===== src/hdl/rsi_pkg.sv =====
`timescale 1ns / 1ps
package rsi_pkg;

  localparam int FRAC_BITS_DEF = 16;

  localparam int COORD_W = 31;
  localparam int DIR_W   = 18;
  localparam int RAD_W   = 30;
  localparam int DIST_W  = 32;
  localparam int CNT_W   = 2;
  localparam int REL_W   = COORD_W + 1;
  localparam int DOT_W   = REL_W + DIR_W + 2;
  localparam int SQ_W    = 64;
  localparam int ROOT_W  = SQ_W / 2;
  localparam int REM_W   = ROOT_W + 3;
  localparam int DIFF_W  = DIST_W + 2;

  localparam int SQRT_STEPS_PER_STAGE = 2;
  localparam int SQRT_STAGES          = ROOT_W / SQRT_STEPS_PER_STAGE;

  localparam int CFG_IDX_W  = 3;
  localparam int CFG_DATA_W = 32;

  typedef enum logic [CFG_IDX_W-1:0] {
    REG_CENTER_X = 3'd0,
    REG_CENTER_Y = 3'd1,
    REG_CENTER_Z = 3'd2,
    REG_INNER_R  = 3'd3,
    REG_OUTER_R  = 3'd4
  } cfg_reg_t;

  localparam logic signed [COORD_W-1:0] CENTER_X_RST = '0;
  localparam logic signed [COORD_W-1:0] CENTER_Y_RST = -31'sd65536000;
  localparam logic signed [COORD_W-1:0] CENTER_Z_RST = '0;
  localparam logic [RAD_W-1:0]          INNER_R_RST  = 30'd68812800;
  localparam logic [RAD_W-1:0]          OUTER_R_RST  = 30'd70909952;

  typedef struct packed {
    logic signed [DIST_W-1:0] tca;
    logic                     hit_in;
    logic                     hit_out;
  } side_t;

  typedef struct packed {
    logic [REM_W-1:0]  rem;
    logic [ROOT_W-1:0] root;
    logic [SQ_W-1:0]   arg;
  } sqrt_lane_t;

  // one result bit of the digit-by-digit square root
  function automatic sqrt_lane_t sqrt_step(input sqrt_lane_t s);
    sqrt_lane_t       o;
    logic [REM_W-1:0] rem_sh;
    logic [REM_W-1:0] trial;
    rem_sh = {s.rem[REM_W-3:0], s.arg[SQ_W-1:SQ_W-2]};
    trial  = {1'b0, s.root, 2'b01};
    if (rem_sh >= trial) begin
      o.rem  = rem_sh - trial;
      o.root = {s.root[ROOT_W-2:0], 1'b1};
    end else begin
      o.rem  = rem_sh;
      o.root = {s.root[ROOT_W-2:0], 1'b0};
    end
    o.arg = {s.arg[SQ_W-3:0], 2'b00};
    return o;
  endfunction

  function automatic logic signed [DIST_W-1:0] sat_dist(input logic signed [DIFF_W-1:0] v);
    logic signed [DIST_W-1:0] o;
    if (v[DIFF_W-1:DIST_W-1] == '0 || v[DIFF_W-1:DIST_W-1] == '1) begin
      o = v[DIST_W-1:0];
    end else if (v[DIFF_W-1]) begin
      o = {1'b1, {(DIST_W-1){1'b0}}};
    end else begin
      o = {1'b0, {(DIST_W-1){1'b1}}};
    end
    return o;
  endfunction

endpackage


===== src/hdl/rsi_back.sv =====
`timescale 1ns / 1ps
module rsi_back import rsi_pkg::*; #(
  parameter int FRAC_BITS = FRAC_BITS_DEF
) (
  input  logic                     clk,
  input  logic                     rst_n,
  input  logic                     en,
  input  logic                     in_valid,
  input  side_t                    in_side,
  input  logic [ROOT_W-1:0]        root_in,
  input  logic [ROOT_W-1:0]        root_out,
  output logic                     valid,
  output logic [CNT_W-1:0]         span_count,
  output logic signed [DIST_W-1:0] first_enter,
  output logic signed [DIST_W-1:0] first_leave,
  output logic signed [DIST_W-1:0] second_enter,
  output logic signed [DIST_W-1:0] second_leave
);

  localparam logic signed [DIFF_W-1:0] NEG_ONE = -(DIFF_W'(1) << FRAC_BITS);

  logic                     v_r;
  logic                     hit_in_r, hit_out_r;
  logic signed [DIFF_W-1:0] d0_r, d1_r, d2_r, d3_r;

  logic signed [DIFF_W-1:0] tca_x, hi_x, ho_x;
  logic                     span_a, span_b;
  logic signed [DIFF_W-1:0] s_raw, s_clamp, d0_clamp;
  logic signed [DIFF_W-1:0] fe_nxt, fl_nxt, se_nxt, sl_nxt;

  assign tca_x = DIFF_W'(in_side.tca);
  assign hi_x  = $signed({2'b00, root_in});
  assign ho_x  = $signed({2'b00, root_out});

  always_comb begin
    span_a   = hit_in_r && !d1_r[DIFF_W-1];
    span_b   = hit_out_r && !d3_r[DIFF_W-1];
    s_raw    = hit_in_r ? d2_r : d0_r;
    s_clamp  = s_raw[DIFF_W-1] ? '0 : s_raw;
    d0_clamp = d0_r[DIFF_W-1] ? '0 : d0_r;
    fe_nxt   = NEG_ONE;
    fl_nxt   = NEG_ONE;
    se_nxt   = NEG_ONE;
    sl_nxt   = NEG_ONE;
    priority if (span_a) begin
      fe_nxt = d0_clamp;
      fl_nxt = d1_r;
      if (span_b) begin
        se_nxt = s_clamp;
        sl_nxt = d3_r;
      end
    end else if (span_b) begin
      fe_nxt = s_clamp;
      fl_nxt = d3_r;
    end else begin
      // no span: every slot stays at -1.0
      fe_nxt = NEG_ONE;
      fl_nxt = NEG_ONE;
    end
  end

  always_ff @(posedge clk) begin
    if (!rst_n) begin
      v_r   <= 1'b0;
      valid <= 1'b0;
    end else if (en) begin
      v_r   <= in_valid;
      valid <= v_r;
    end
  end

  always_ff @(posedge clk) begin
    if (en) begin
      hit_in_r  <= in_side.hit_in;
      hit_out_r <= in_side.hit_out;
      d0_r      <= tca_x - ho_x;
      d1_r      <= tca_x - hi_x;
      d2_r      <= tca_x + hi_x;
      d3_r      <= tca_x + ho_x;

      span_count   <= CNT_W'(span_a) + CNT_W'(span_b);
      first_enter  <= sat_dist(fe_nxt);
      first_leave  <= sat_dist(fl_nxt);
      second_enter <= sat_dist(se_nxt);
      second_leave <= sat_dist(sl_nxt);
    end
  end

endmodule


===== config.mk =====
export PLATFORM = sky130hd
export DESIGN_NAME = rsi_back
export DESIGN_NICKNAME = d
export VERILOG_FILES = /design/src/hdl/rsi_pkg.sv /design/src/hdl/rsi_back.sv
export SDC_FILE = /design/constraint.sdc
export NUM_CORES = 1
export LEC_CHECK = 0
export BUFFER_PORTS_ARGS = -buffer_cell sky130_fd_sc_hd__buf_2
export CORE_UTILIZATION = 40
export DETAILED_ROUTE_END_ITERATION = 10
export PLACE_DENSITY = 0.7
export SKIP_CTS_REPAIR_TIMING = 1
export SYNTH_ARGS = -nofsm -noshare
export SYNTH_HDL_FRONTEND = slang
export SYNTH_SLANG_ARGS = --single-unit

===== constraint.sdc =====
create_clock -name clk -period 8.7 [get_ports clk]
set_input_delay 0.435 -clock clk [delete_from_list [all_inputs] [get_ports clk]]
set_output_delay 0.435 -clock clk [all_outputs]
set_load 0.03 [all_outputs]

=== Word-level counts from Yosys, hierarchy flattened ===
Cells that the tools add are included.

* $add $sub $neg: 5
* Equal/unequal tests: 4
* Muxes and demuxes: 17
* Reductions and logical operators: 12

{| class="wikitable"
|+ Operator list
! cell !! number
|-
| 32-bit 2-to-1 mux || 8
|-
| 34-bit 2-to-1 mux || 7
|-
| 32-bit by 33-bit adder with 34-bit output || 2
|-
| 32-bit by 33-bit subtractor with 34-bit output || 2
|-
| 33-bit 2-to-1 mux || 2
|-
| 3-bit equality test (second input constant) || 4
|-
| 3-bit zero test || 4
|-
| 1-bit logical OR || 4
|-
| 1-bit by 1-bit adder with 2-bit output || 1
|-
| 1-bit logical AND || 2
|-
| 1-bit zero test || 2
|}

* Register bits: 270
* Input bits: 102
* Output and inout bits: 131
* Logic and storage cells: 51

=== Longest topological paths before layout ===
* Depth after elaboration: 7
* Mapped depth: 12
* Mapped depth without buffers: 12

=== Worst setup path after synthesis ===
OpenSTA, ideal clock, no wires.

* Path kind: input port to flip-flop
* Start point: input port in_side[2] (netlist bit)
* End point: register d0_r[30] (data pin)
* Setup time: 0.260 ns
* Data arrival time: 2.637 ns
* Data required time: 8.440 ns
* Slack: 5.804 ns
* Stages on the path: 12
* Buffers on the path: 0
* Cells stage by stage: inv_1 -> ha_1 -> inv_1 -> fa_1 -> a211oi_1 -> o21ai_0 -> a21boi_2 -> o21ai_2 -> a221oi_2 -> o41ai_2 -> a211oi_2 -> xnor2_1

* Cells in the longest elaborated chain, start to end: 1

{| class="wikitable"
|+ RTL lines
! item !! RTL line !! RTL
|-
| from (decl) || rsi_back.sv:9 || <nowiki>input side_t in_side,</nowiki>
|-
| 32-bit by 33-bit subtractor with 34-bit output || rsi_back.sv:76 || <nowiki>d0_r <= tca_x - ho_x;</nowiki>
|-
| to (signal assigned) || rsi_back.sv:76 ||
|-
| to (decl) || rsi_back.sv:24 || <nowiki>logic signed [DIFF_W-1:0] d0_r, d1_r, d2_r, d3_r;</nowiki>
|}

Every way passes these cells.
A chain may end at the register's enable or synchronous reset.

=== Worst setup path in the final report ===
* Start point: register hit_in_r
* End point: register second_enter[7] (data pin)

* Cells in the longest elaborated chain, start to end: 7
* Elaborated cells between the ends (all ways): 10
* Classes of those cells: eq/ne: 1; mux: 6; reduce/logical: 3

{| class="wikitable"
|+ RTL lines
! item !! RTL line !! RTL
|-
| from (decl) || rsi_back.sv:23 || <nowiki>logic hit_in_r, hit_out_r;</nowiki>
|-
| from (signal assigned) || rsi_back.sv:74 || <nowiki>hit_in_r <= in_side.hit_in;</nowiki>
|-
| 34-bit 2-to-1 mux || rsi_back.sv:38 || <nowiki>s_raw = hit_in_r ? d2_r : d0_r;</nowiki>
|-
| 33-bit 2-to-1 mux || rsi_back.sv:39 || <nowiki>s_clamp = s_raw[DIFF_W-1] ? '0 : s_raw;</nowiki>
|-
| 34-bit 2-to-1 mux || rsi_back.sv:48 || <nowiki>if (span_b) begin</nowiki>
|-
| 34-bit 2-to-1 mux * || rsi_back.sv:45 || <nowiki>priority if (span_a) begin</nowiki>
|-
| 3-bit equality test / 3-bit zero test (equally long branches) || rsi_pkg.sv:70 || <nowiki>if (v[DIFF_W-1:DIST_W-1] == '0 || v[DIFF_W-1:DIST_W-1] == '1) begin</nowiki>
|-
| 1-bit logical OR || rsi_pkg.sv:70 ||
|-
| 32-bit 2-to-1 mux * || rsi_pkg.sv:70 ||
|-
| to (signal assigned) || rsi_back.sv:84 || <nowiki>second_enter <= sat_dist(se_nxt);</nowiki>
|-
| to (decl) || rsi_back.sv:16 || <nowiki>output logic signed [DIST_W-1:0] second_enter,</nowiki>
|}

Every way passes the cells marked *; elsewhere a longest branch is shown, timed or not.

==> key figures <==
Synth
  – Post-synth cell types: 80
  – Cells after Synth: approximately 1800
  – Main synth FF type: edfxtp_1
  – Largest family of logic cells by synthesized area: compound AO/OA/AOI/OAI gates
  – Ys async rst share: 0
  – Synth Area in XOR/XNOR: 0.0595
  – Yosys top cell area share: 0.446
  – FF+latch count, synth: 267
  – Syn avg cell area: 9.93 um2
  – Synthesized area: roughly 18000 um2
  – Sequential-to-total area share from yosys stat: 0.449
  – Mux contribution to synthesized area: 0.0192
  – EDFF count, synth: ~270
  – Simple-Gate Fraction of Synth Area: 0.103
  – Most frequent cell after synthesis: edfxtp_1
  – Area leader, netlist: edfxtp_1
  – Area contributors post-synth: edfxtp_1 (45%), ha_1 (9.3%), a21oi_1 (5.6%)
  – Compound-cell area share of the yosys netlist: 0.217
  – Syn Nets: between 2000 and 2500
  – Syn. warnings: 0
  – Synth Area in Adders: 0.0978
  – Most instantiated cells after synthesis: edfxtp_1 (265), a21oi_1 (200), o21ai_0 (183)

Power
  – Logic gate share of total power: 0.284
  – Worst VDD drop: 0.102 mV
  – Sw power: ~0.0013 W
  – Leakage: between 7 and 8 nW
  – Clk pwr share: 0.277
  – Total power: ~0.0039 W
  – Register share of total power: 0.440
  – Pwr dens: around 200 nW/um2
  – Power Internal: roughly 0.0026 W
  – Sw frac: 0.332

Layout
  – Layout area overhead: 13.1%
  – Fill cells: between 4000 and 5000
  – # nets final: between 2000 and 2500
  – Layout cells sized above 1: 0.153
  – Area occupied by multi-input gates: a little under 9000 um2
  – Reg area: 8000 um2
  – Final core utilization: 0.463

Global route
  – Vias in the first global route: approximately 14000
  – Largest net degree at the start of global routing: approximately 100
  – Initial antenna violation count: 2
  – Grt total ovfl: 0
  – Total track usage: 0.232
  – First-pass GRT wire length: about 80 mm

Detailed routing
  – Vias post-DR: around 14000
  – Via density: about 5.6
  – Routed length per placed instance: 21.0 um
  – DRC: 0
  – TritonRoute pass-1 iters: 6
  – Detailed Route Iter0 Violations: about 1500
  – Routed Antenna Nets: 0
  – DRT Wirelength: about 54 mm

Min path
  – Worst Hold Class: primary input to register

Worst setup path
  – Critical Path End: second_enter[7]$_DFFE_PP_
  – Crit-path max FO: 65
  – Crit path launch: hit_in_r$_DFFE_PP_
  – WS Path Type: register to register
  – R2R depth: 8
  – Worst R2R Start: hit_in_r$_DFFE_PP_
  – Startpoint types: register
  – Reg-to-reg slack, setup: ~4600 ps
  – Worst path arrival time: 4430 ps
  – CP Capture Type: register
  – Req. time, crit path: 9060 ps
  – RR Endpoint: second_enter[7]$_DFFE_PP_

Clock tree
  – Clk buf depth: 3
  – H-Tree Depth: 1
  – CTS Root Cell: clkbuf_16
  – Clock Sinks: ~270
  – Clk slew on worst S/H paths: 60 ps
  – Number of buffers created by CTS: 26
  – CTS tree: built
  – Clk_lat worst skew: between 500 and 600 ps

Placed design
  – Place WS: roughly 4700 ps
  – Post-DP HPWL: about 43 mm
  – Number of buffers added on ports: 232
  – Gpl congestion: between 0.8 and 0.9

Floorplan
  – Core box area: between 40000 and 50000 um2
  – Die width: ~210 um
  – DIE AREA: 45400 um2
  – I/O pin total: approximately 230
  – Die H: ~210 um
  – Initial core utilization: 0.409
  – Rows: between 70 and 80

Timing
  – Setup TNS Final: 0 ps
  – Clk_skew: about 16 ps
  – Slew HR: 0.258
  – Hold_ws: roughly 67 ps
  – Post-route setup slack: between 4000 and 5000 ps
  – Max Slew Vio Count: 0
  – RSZ-0062 raised after global routing: false
  – Hold Violations, Final: 0
  – Final setup viols: 0
  – Worst-margin pin slew: 1110 ps
  – Tmin final: about 4100 ps
  – Fin crit share: 0.468
  – Max Freq: 245 MHz

Status
  – Status: finished clean

Flow run
  – Max-cap viol count: 0
-- routing by layer --
layer  routed length, um  up-vias  share of wire  track usage
li1                    -     6886              -            -
met1               25400     6964           0.47        0.350
met2               24000      547           0.45        0.361
met3                3450       56          0.064       0.0202
met4                 840        0          0.016       0.0464
met5                   0        -              0            0
-- area by class of cell --
type                       instances  area share
sequential                       267       0.397
multi-input combinational       1285       0.440
tap                              585      0.0363
inverter                         137      0.0255
clock buffer                      34      0.0348
clock inverter                    12     0.00540
timing repair buffer             240      0.0611
antenna                            1    0.000124
-- kinds of logic (layout without fill, tap and decap cells) --
logic type                 Yosys count  in the layout
AOI/OAI and AO/OA                  619            619
and+or+nand+nor                    374            374
DFF                                267            267
buffers and inverters              244            423
adders and majority gates          137            137
xor gates and xnor gates           121            121
muxes                               34             34
other                                0              1
-- state kept, by name, summed over array words and instances (netlist names), 2 cells and up --
register      count
first_enter      32
d2_r             33
first_leave      32
second_enter     32
second_leave     31
d3_r             33
d0_r             34
span_count        2
d1_r             34
-- worst min-delay path by stage --
stage / cells past startpoint / endpoint / startpoint
after global placement: 2 / valid$_SDFFE_PN0P_ / valid$_SDFFE_PN0P_
after detailed placement: 2 / valid$_SDFFE_PN0P_ / valid$_SDFFE_PN0P_
final: 1 / hit_out_r$_DFFE_PP_ / in_side[0]
after floorplan: 2 / v_r$_SDFFE_PN0P_ / v_r$_SDFFE_PN0P_
after CTS: 1 / hit_out_r$_DFFE_PP_ / in_side[0]
after global routing: 1 / hit_out_r$_DFFE_PP_ / in_side[0]
-- metrics by stage --
stage	instance area (um2)	cells
6_report	20200	2561
4_1_cts	20200	2560
2_1_floorplan	17800	1796
3_3_place_gp	19300	2514
3_5_place_dp	19300	2514
5_1_grt	20200	2561
-- power by group through the flow --
stage	Sequential, W	Clock [W]	Combinational, W
after floorplan	0.00183	0	0.000615
after global placement	0.00175	0	0.00109
after detailed placement	0.00176	0	0.00110
after CTS	0.00173	0.00111	0.00110
after global routing	0.00174	0.00115	0.00120
final	0.00173	0.00109	0.00112
-- critical path: stages (launching register included) --
cell and delay [ps]:
edfxtp_1 320, buf_4 570, nand2b_2 190, inv_1 610, ha_2 1040, a211oi_1 80
buf_4 230, or3_1 520, o21ai_0 280
-- layout by cell type, fill, tap and decap left out, types with 14 or more instances in the layout --
cell type and count:
edfxtp_1 265, buf_2 231, a21oi_1 200, o21ai_0 183, ha_1 132, inv_1 129
nor2_1 125, xnor2_1 107, nand2_1 73, nand2b_1 39, o21bai_1 34, mux2i_1 33
clkbuf_16 27, a21o_1 24, nor3_1 23, nor4_1 21, nand3_1 21, nor2b_1 21
o22ai_1 17, a221o_1 17, nor3b_1 16, a32oi_1 16, xor2_1 14
(Power assumes the default switching activity.)
